`config.mk`:
```
export PLATFORM = sky130hd
export DESIGN_NAME = nonpreemptive_priority_scheduler
export DESIGN_NICKNAME = d
export VERILOG_FILES = /design/src/sv/nps_pkg.sv /design/src/sv/nps_job_mem.sv /design/src/sv/nonpreemptive_priority_scheduler.sv
export SDC_FILE = /design/constraint.sdc
export NUM_CORES = 1
export LEC_CHECK = 0
export BUFFER_PORTS_ARGS = -buffer_cell sky130_fd_sc_hd__buf_2
export CAP_MARGIN = 10
export CORE_ASPECT_RATIO = 1.5
export CORE_MARGIN = 3
export CORE_UTILIZATION = 56
export DETAILED_ROUTE_END_ITERATION = 12
export GPL_ROUTABILITY_DRIVEN = 1
export PLACE_DENSITY = 0.87
export SYNTH_ARGS = -nofsm -noshare
export SYNTH_HDL_FRONTEND = slang
export SYNTH_SLANG_ARGS = --single-unit
```
`constraint.sdc`:
```
create_clock -name clk -period 4.8 [get_ports clk]
set_input_delay 0.72 -clock clk [delete_from_list [all_inputs] [get_ports clk]]
set_output_delay 0.72 -clock clk [all_outputs]
set_load 0.05 [all_outputs]
```
`src/sv/nps_pkg.sv`:
```
// Shared types, widths and state codes for the non-preemptive priority scheduler.
package nps_pkg;

    // Default number of job slots.
    localparam int MAX_JOBS_DEF = 16;

    // Field widths fixed by the interface.
    localparam int ARR_W       = 16;
    localparam int BURST_W     = 16;
    localparam int PRIO_W      = 8;
    localparam int JOB_INDEX_W = 4;
    localparam int OUT_TIME_W  = 21;

    // One stored job record.
    typedef struct packed {
        logic [ARR_W-1:0]   arrival;
        logic [BURST_W-1:0] burst;
        logic [PRIO_W-1:0]  prio;
    } job_rec_t;

    // Scheduler sequencer states.
    typedef enum logic [1:0] {
        ST_LOAD,
        ST_SCAN,
        ST_PICK,
        ST_EMIT
    } nps_state_t;

endpackage

```
`src/sv/nps_job_mem.sv`:
```
// Job record store: one write port, one read port with registered read data.
module nps_job_mem
    import nps_pkg::*;
#(
    parameter  int DEPTH = MAX_JOBS_DEF,
    localparam int AW    = (DEPTH > 1) ? $clog2(DEPTH) : 1
)
(
    input  logic          clk,
    input  logic          we,
    input  logic [AW-1:0] waddr,
    input  job_rec_t      wdata,
    input  logic          re,
    input  logic [AW-1:0] raddr,
    output job_rec_t      rdata
);

    job_rec_t mem [DEPTH];
    job_rec_t rdata_reg;

    always_ff @(posedge clk)
    begin
        if (we)
        begin
            mem[waddr] <= wdata;
        end
    end

    always_ff @(posedge clk)
    begin
        if (re)
        begin
            rdata_reg <= mem[raddr];
        end
    end

    assign rdata = rdata_reg;

endmodule

```
`src/sv/nonpreemptive_priority_scheduler.sv`:
```
// Top level of the non-preemptive priority scheduler: loader, scan sequencer and result register.
//
//   Channel  Handshake                    Payload
//   job      job_valid / job_ready        arrival_time, burst_time, job_priority, is_last
//   result   result_valid / result_ready  job_index, start_time, completion_time,
//                                         turnaround_time, waiting_time, last_result
//
// Loading takes one job record per cycle; records are written into the job memory.
// After the record that carries is_last, each scheduled job costs one scan of the
// stored jobs through the single read port of the job memory, plus one more scan
// when the clock must first jump ahead to the earliest pending arrival; the result
// is then posted from the emit state.
// Reset clears the job count, the done flags, the clock and all handshake state.
// A stalled result holds the sequencer in its emit state; job_ready is low from the
// closing record until the last result of the batch has moved into the output register.
module nonpreemptive_priority_scheduler
    import nps_pkg::*;
#(
    parameter int MAX_JOBS = MAX_JOBS_DEF
)
(
    input  logic                   clk,
    input  logic                   rst_n,

    input  logic                   job_valid,
    output logic                   job_ready,
    input  logic [ARR_W-1:0]       arrival_time,
    input  logic [BURST_W-1:0]     burst_time,
    input  logic [PRIO_W-1:0]      job_priority,
    input  logic                   is_last,

    output logic                   result_valid,
    input  logic                   result_ready,
    output logic [JOB_INDEX_W-1:0] job_index,
    output logic [OUT_TIME_W-1:0]  start_time,
    output logic [OUT_TIME_W-1:0]  completion_time,
    output logic [OUT_TIME_W-1:0]  turnaround_time,
    output logic [OUT_TIME_W-1:0]  waiting_time,
    output logic                   last_result
);

    // Slot index and count widths.
    localparam int IDX_W  = (MAX_JOBS > 1) ? $clog2(MAX_JOBS) : 1;
    localparam int CNT_W  = $clog2(MAX_JOBS + 1);
    // The clock never exceeds the largest arrival plus all bursts, which is below
    // 2^16 * (MAX_JOBS + 1), so this width holds every time value without loss.
    localparam int TIME_W = ARR_W + CNT_W;

    localparam logic [CNT_W-1:0] CNT_ONE  = CNT_W'(1);
    localparam logic [CNT_W-1:0] CNT_FULL = CNT_W'(MAX_JOBS);

    // Sequencer and control registers.
    nps_state_t        state_reg, state_next;
    logic [CNT_W-1:0]  count_reg, count_next;
    logic [CNT_W-1:0]  remain_reg, remain_next;
    logic [CNT_W-1:0]  issue_reg, issue_next;
    logic [MAX_JOBS-1:0] done_reg, done_next;
    logic [TIME_W-1:0] cur_reg, cur_next;
    logic              rd_valid_reg, rd_valid_next;
    logic              found_reg, found_next;
    logic              result_valid_reg, result_valid_next;

    // Scan pipeline and best-candidate payload registers.
    logic [IDX_W-1:0]  rd_idx_reg, rd_idx_next;
    logic              rd_last_reg, rd_last_next;
    logic [IDX_W-1:0]  best_idx_reg, best_idx_next;
    job_rec_t          best_reg, best_next;
    logic [ARR_W-1:0]  earliest_reg, earliest_next;

    // Output payload registers.
    logic [JOB_INDEX_W-1:0] job_index_reg, job_index_next;
    logic [OUT_TIME_W-1:0]  start_reg, start_next;
    logic [OUT_TIME_W-1:0]  comp_reg, comp_next;
    logic [OUT_TIME_W-1:0]  tat_reg, tat_next;
    logic [OUT_TIME_W-1:0]  wait_reg, wait_next;
    logic                   last_reg, last_next;

    // Memory port signals and sequencer strobes.
    logic       job_xfer;
    logic       mem_we;
    logic       mem_re;
    logic       emit_go;
    job_rec_t   wr_rec;
    job_rec_t   rd_rec;

    // Candidate evaluation on the entry that just came out of memory.
    logic              cand_pend;
    logic              cand_ready;
    logic              cand_better;
    logic [TIME_W-1:0] comp_time;
    logic [TIME_W-1:0] wait_time;
    logic [TIME_W-1:0] tat_time;

    assign wr_rec.arrival = arrival_time;
    assign wr_rec.burst   = burst_time;
    assign wr_rec.prio    = job_priority;

    nps_job_mem #(
        .DEPTH (MAX_JOBS)
    ) u_job_mem (
        .clk   (clk),
        .we    (mem_we),
        .waddr (count_reg[IDX_W-1:0]),
        .wdata (wr_rec),
        .re    (mem_re),
        .raddr (issue_reg[IDX_W-1:0]),
        .rdata (rd_rec)
    );

    // A job is a candidate when it is unfinished; it is ready when it has arrived.
    // Strict compares keep the lower index on a full tie, since the scan runs upward.
    assign cand_pend   = rd_valid_reg && !done_reg[rd_idx_reg];
    assign cand_ready  = cand_pend && (TIME_W'(rd_rec.arrival) <= cur_reg);
    assign cand_better = !found_reg
                         || (rd_rec.prio < best_reg.prio)
                         || ((rd_rec.prio == best_reg.prio)
                             && (rd_rec.arrival < best_reg.arrival));

    // Result arithmetic for the selected job; it started once it had arrived.
    assign comp_time = cur_reg + TIME_W'(best_reg.burst);
    assign wait_time = cur_reg - TIME_W'(best_reg.arrival);
    assign tat_time  = comp_time - TIME_W'(best_reg.arrival);

    // Next-state logic.
    always_comb
    begin
        state_next = state_reg;
        unique case (state_reg)
            ST_LOAD:
            begin
                if (job_xfer && is_last && (count_next != '0))
                begin
                    state_next = ST_SCAN;
                end
            end
            ST_SCAN:
            begin
                if (rd_valid_reg && rd_last_reg)
                begin
                    state_next = ST_PICK;
                end
            end
            ST_PICK:
            begin
                state_next = found_reg ? ST_EMIT : ST_SCAN;
            end
            ST_EMIT:
            begin
                if (emit_go)
                begin
                    state_next = (remain_reg == CNT_ONE) ? ST_LOAD : ST_SCAN;
                end
            end
            default:
            begin
                state_next = ST_LOAD;
            end
        endcase
    end

    // Sequencer outputs.
    always_comb
    begin
        job_ready = 1'b0;
        mem_re    = 1'b0;
        emit_go   = 1'b0;
        unique case (state_reg)
            ST_LOAD:
            begin
                job_ready = 1'b1;
            end
            ST_SCAN:
            begin
                mem_re = (issue_reg < count_reg);
            end
            ST_PICK:
            begin
                emit_go = 1'b0;
            end
            ST_EMIT:
            begin
                emit_go = !result_valid_reg || result_ready;
            end
            default:
            begin
                job_ready = 1'b0;
            end
        endcase
    end

    assign job_xfer = job_valid && job_ready;
    // Records past capacity are dropped, but their is_last flag still closes the batch.
    assign mem_we   = job_xfer && (count_reg < CNT_FULL);

    // Datapath next values.
    always_comb
    begin
        count_next        = count_reg;
        remain_next       = remain_reg;
        issue_next        = issue_reg;
        done_next         = done_reg;
        cur_next          = cur_reg;
        found_next        = found_reg;
        best_idx_next     = best_idx_reg;
        best_next         = best_reg;
        earliest_next     = earliest_reg;
        rd_valid_next     = mem_re;
        rd_idx_next       = issue_reg[IDX_W-1:0];
        rd_last_next      = (issue_reg == (count_reg - CNT_ONE));
        job_index_next    = job_index_reg;
        start_next        = start_reg;
        comp_next         = comp_reg;
        tat_next          = tat_reg;
        wait_next         = wait_reg;
        last_next         = last_reg;
        result_valid_next = result_valid_reg && !result_ready;

        if (mem_we)
        begin
            count_next = count_reg + CNT_ONE;
        end

        if (mem_re)
        begin
            issue_next = issue_reg + CNT_ONE;
        end

        // Fold the entry read last cycle into the running best and earliest arrival.
        if (cand_pend && (rd_rec.arrival < earliest_reg))
        begin
            earliest_next = rd_rec.arrival;
        end
        if (cand_ready && cand_better)
        begin
            found_next    = 1'b1;
            best_idx_next = rd_idx_reg;
            best_next     = rd_rec;
        end

        // Closing the batch arms the first scan.
        if ((state_reg == ST_LOAD) && job_xfer && is_last)
        begin
            remain_next   = count_next;
            issue_next    = '0;
            found_next    = 1'b0;
            earliest_next = '1;
        end

        // Nothing has arrived yet: move the clock to the earliest pending job and rescan.
        if ((state_reg == ST_PICK) && !found_reg)
        begin
            cur_next      = TIME_W'(earliest_reg);
            issue_next    = '0;
            earliest_next = '1;
        end

        if (emit_go)
        begin
            job_index_next    = JOB_INDEX_W'(best_idx_reg);
            start_next        = OUT_TIME_W'(cur_reg);
            comp_next         = OUT_TIME_W'(comp_time);
            tat_next          = OUT_TIME_W'(tat_time);
            wait_next         = OUT_TIME_W'(wait_time);
            last_next         = (remain_reg == CNT_ONE);
            result_valid_next = 1'b1;

            remain_next             = remain_reg - CNT_ONE;
            done_next[best_idx_reg] = 1'b1;
            cur_next                = comp_time;
            issue_next              = '0;
            found_next              = 1'b0;
            earliest_next           = '1;

            // The final job of the batch returns the scheduler to an empty batch.
            if (remain_reg == CNT_ONE)
            begin
                count_next = '0;
                done_next  = '0;
                cur_next   = '0;
            end
        end
    end

    // Control state.
    always_ff @(posedge clk or negedge rst_n)
    begin
        if (!rst_n)
        begin
            state_reg        <= ST_LOAD;
            count_reg        <= '0;
            remain_reg       <= '0;
            issue_reg        <= '0;
            done_reg         <= '0;
            cur_reg          <= '0;
            rd_valid_reg     <= 1'b0;
            found_reg        <= 1'b0;
            result_valid_reg <= 1'b0;
        end
        else
        begin
            state_reg        <= state_next;
            count_reg        <= count_next;
            remain_reg       <= remain_next;
            issue_reg        <= issue_next;
            done_reg         <= done_next;
            cur_reg          <= cur_next;
            rd_valid_reg     <= rd_valid_next;
            found_reg        <= found_next;
            result_valid_reg <= result_valid_next;
        end
    end

    // Payload registers.
    always_ff @(posedge clk)
    begin
        rd_idx_reg    <= rd_idx_next;
        rd_last_reg   <= rd_last_next;
        best_idx_reg  <= best_idx_next;
        best_reg      <= best_next;
        earliest_reg  <= earliest_next;
        job_index_reg <= job_index_next;
        start_reg     <= start_next;
        comp_reg      <= comp_next;
        tat_reg       <= tat_next;
        wait_reg      <= wait_next;
        last_reg      <= last_next;
    end

    assign result_valid    = result_valid_reg;
    assign job_index       = job_index_reg;
    assign start_time      = start_reg;
    assign completion_time = comp_reg;
    assign turnaround_time = tat_reg;
    assign waiting_time    = wait_reg;
    assign last_result     = last_reg;

endmodule
```
==> flow_summary.json <==
{
  "status": "completed",
  "grt_pass1_wl_um": 132000,
  "port_buffers": 135,
  "yosysMostFrequentCell": "edfxtp_1",
  "slew_headroom_pct": 13.5,
  "vias_per_cell": 6.46,
  "synth_commonest_cells": "edfxtp_1 (813), mux4_2 (201), ha_1 (115)",
  "crit_path_end_kind": "register",
  "nNetsFinal": 2302,
  "cts_buffer_depth": 3,
  "start_util_pct": 56.7,
  "wire_per_inst_um": 28.6,
  "cts_htree_levels": 3,
  "fmax_mhz": 221,
  "skew_ns": 0.0424,
  "drc": 0,
  "r2r_cells": 17,
  "powerDensity_nw_per_um2": 715,
  "cts_root_buf": "clkbuf_16",
  "synthCells": 1972,
  "critPathRequiredTime_ns": 5.15,
  "setup_violations": 0,
  "chipHeight_um": 319,
  "synth_seq_area_share_pct": 71.7,
  "yosys.area.top_type_share_pct": 66.7,
  "synth.net_count": 2135,
  "synth_seq_cells": 891,
  "rows": 114,
  "rsz0062_at_grt": "false",
  "worstPathMaxFanout": 5,
  "worstSetupStartpoint": "cur_reg[0]$_DFFE_PN0P_",
  "dp_hpwl_um": 49300,
  "placed_cell_area_um2": 38500,
  "pre_cts_ws_ns": 0.365,
  "vias": 19900,
  "worst_slew_pin_slew_ns": 1.30,
  "syn_avg_cell_area_um2": 18.6,
  "regToRegEndpoint": "turnaround_time[17]$_DFFE_PP_",
  "synth_area_leader_cell": "edfxtp_1",
  "initialDrtViolationCount": 2596,
  "synth_cell_type_count": 65,
  "synth_area_leaders": "edfxtp_1 (67%), mux4_2 (12%), ha_1 (3.9%), dfrtp_1 (3.9%), dfxtp_1 (1.1%)",
  "grt-ovfl-total": 0,
  "ys_warn_count": 0,
  "final_area_um2": 40900,
  "min_period_ns": 4.53,
  "hp-class": "input port to async pin",
  "finalWirelength_um": 87900,
  "drive_gt1_share_pct": 23.3,
  "core_um2": 64600,
  "setup_ws_ns": 0.265,
  "clk_latency_ns": 0.63,
  "drt_pre_antenna_iters": 6,
  "cts_buffers": 74,
  "largest_reg_flops": 640,
  "finalHoldViolations": 0,
  "cts_hold_buf": 0,
  "r2r-start": "cur_reg[0]$_DFFE_PN0P_",
  "vdd_ir_drop_max_uv": 430,
  "synth_edf_count": 813,
  "netlist_area_um2": 36600,
  "antenna_found_initial": 11,
  "fin_crit_sh_pct": 94.5,
  "post-route-util_pct": 63.4,
  "leakage_nw": 14.3,
  "grt_pass1_vias": 20800,
  "grt_max_degree": 166,
  "synth-async-reset-ratio_pct": 6.40,
  "critPathLaunchType": "register",
  "slew_viol_final": 0,
  "path_clk_slew_ns": 0.07,
  "ant_nets": 0,
  "cts_resized": 0,
  "post-cts-setup-buffers": 0,
  "ios": 136,
  "fp.dieArea_um2": 68600,
  "crit_path_end": "turnaround_time[17]$_DFFE_PP_",
  "gp_congestion": 0.918,
  "r2r_slack_ns": 0.27,
  "max_cap_viol_count": 0,
  "cts.sinks": 891,
  "die_x_um": 215,
  "groute.usage.overall_pct": 25.9,
  "synth-main-ff-cell": "edfxtp_1",
  "cp.arrival_ns": 4.89,
  "worstSetupPathType": "register to register",
  "cts_tree": "done",
  "area_delta_synth_final_pct": 11.8
}
-- worst max-delay path, cell delays in order (launching register included) --
cell and delay [ns]:
dfrtp_1 0.42, ha_1 0.26, fa_1 0.43, a211oi_1 0.43, o21ai_1 0.20, a21oi_1 0.25
o21bai_1 0.11, a21oi_1 0.20, xnor2_1 0.21, ha_1 0.35, nand2_1 0.09, a2bb2oi_1 0.24
nand2_1 0.08, a31oi_1 0.32, o21ai_0 0.20, a21oi_1 0.21, nor2b_1 0.18, xnor2_1 0.09
-- kinds of logic after synthesis --
family                     share of synthesized area [%]
muxes                                               13.2
and+or+nand+nor                                     3.58
buffers and inverters                               1.73
AOI/OAI and AO/OA                                   4.18
xor gates and xnor gates                            1.51
DFF                                                 71.7
adders and majority gates                           4.09
-- where the power goes --
group	internal [W]	switching [W]
sequential	0.0103	0.000800
clock	0.00342	0.00273
combinational	0.00497	0.00708
total	0.0187	0.0106
-- worst min-delay path by stage --
stage / start / endpoint / slack [ns] / cells after the start
after global routing: rst_n / count_reg[0]$_DFF_PN0_ / 0.34 / 2
after detailed placement: u_job_mem.rdata[23]$_DFFE_PP_ / best_reg[23]$_DFFE_PP_ / 0.41 / 0
after CTS: rst_n / remain_reg[0]$_DFFE_PN0N_ / 0.29 / 2
final: rst_n / remain_reg[0]$_DFFE_PN0N_ / 0.28 / 2
after global placement: u_job_mem.rdata[19]$_DFFE_PP_ / best_reg[19]$_DFFE_PP_ / 0.41 / 0
after floorplan: issue_reg[0]$_DFFE_PN0P_ / rd_idx_reg[0]$_DFF_P_ / 0.37 / 0
-- layout make-up --
class                           instances  area (um^2)
Timing Repair Buffer                  167          966
Inverter                               86          324
Fill cell                            4123        23700
Sequential cell                       891        26300
Multi-Input combinational cell        919         9830
Clock inverter                         46          462
Antenna cell                            6         15.0
Tap cell                              870         1090
Clock buffer                           88         1990
-- routing by layer --
metal / vias up / share of wire, % / GRT usage (%)
li1: 8242 / - / -
met1: 10000 / 34 / 30.6
met2: 1283 / 52 / 45.0
met3: 295 / 8.0 / 4.63
met4: 8 / 5.2 / 14.2
met5: - / 0.069 / 0
-- layout by cell type (no fill, tap or decap), types with 14 or more instances in the layout --
cell type and n:
a21o_1 23, a21oi_1 78, a31oi_1 15, buf_2 135
buf_4 28, clkbuf_16 78, clkinv_1 14, dfrtp_1 53
dfxtp_1 21, edfxtp_1 813, ha_1 115, inv_1 83
mux2i_1 20, mux4_2 201, nand2_1 75, nand3_1 24
nor2_1 70, nor2b_1 14, nor3_1 19, o21ai_0 33
xnor2_1 42, xor2_1 21
-- metrics by stage --
step | hold slack (ns) | TNS (ns) | total power [W] | instances
2_1_floorplan | 0.368 | -103.64 | 0.0196 | 1972
3_3_place_gp | 0.405 | 0 | 0.0222 | 2933
3_5_place_dp | 0.415 | 0 | 0.0229 | 2933
4_1_cts | 0.288 | 0 | 0.0292 | 3067
5_1_grt | 0.342 | 0 | 0.0307 | 3071
6_report | 0.282 | 0 | 0.0293 | 3073
Note: power is estimated with default switching activity, not from simulation.
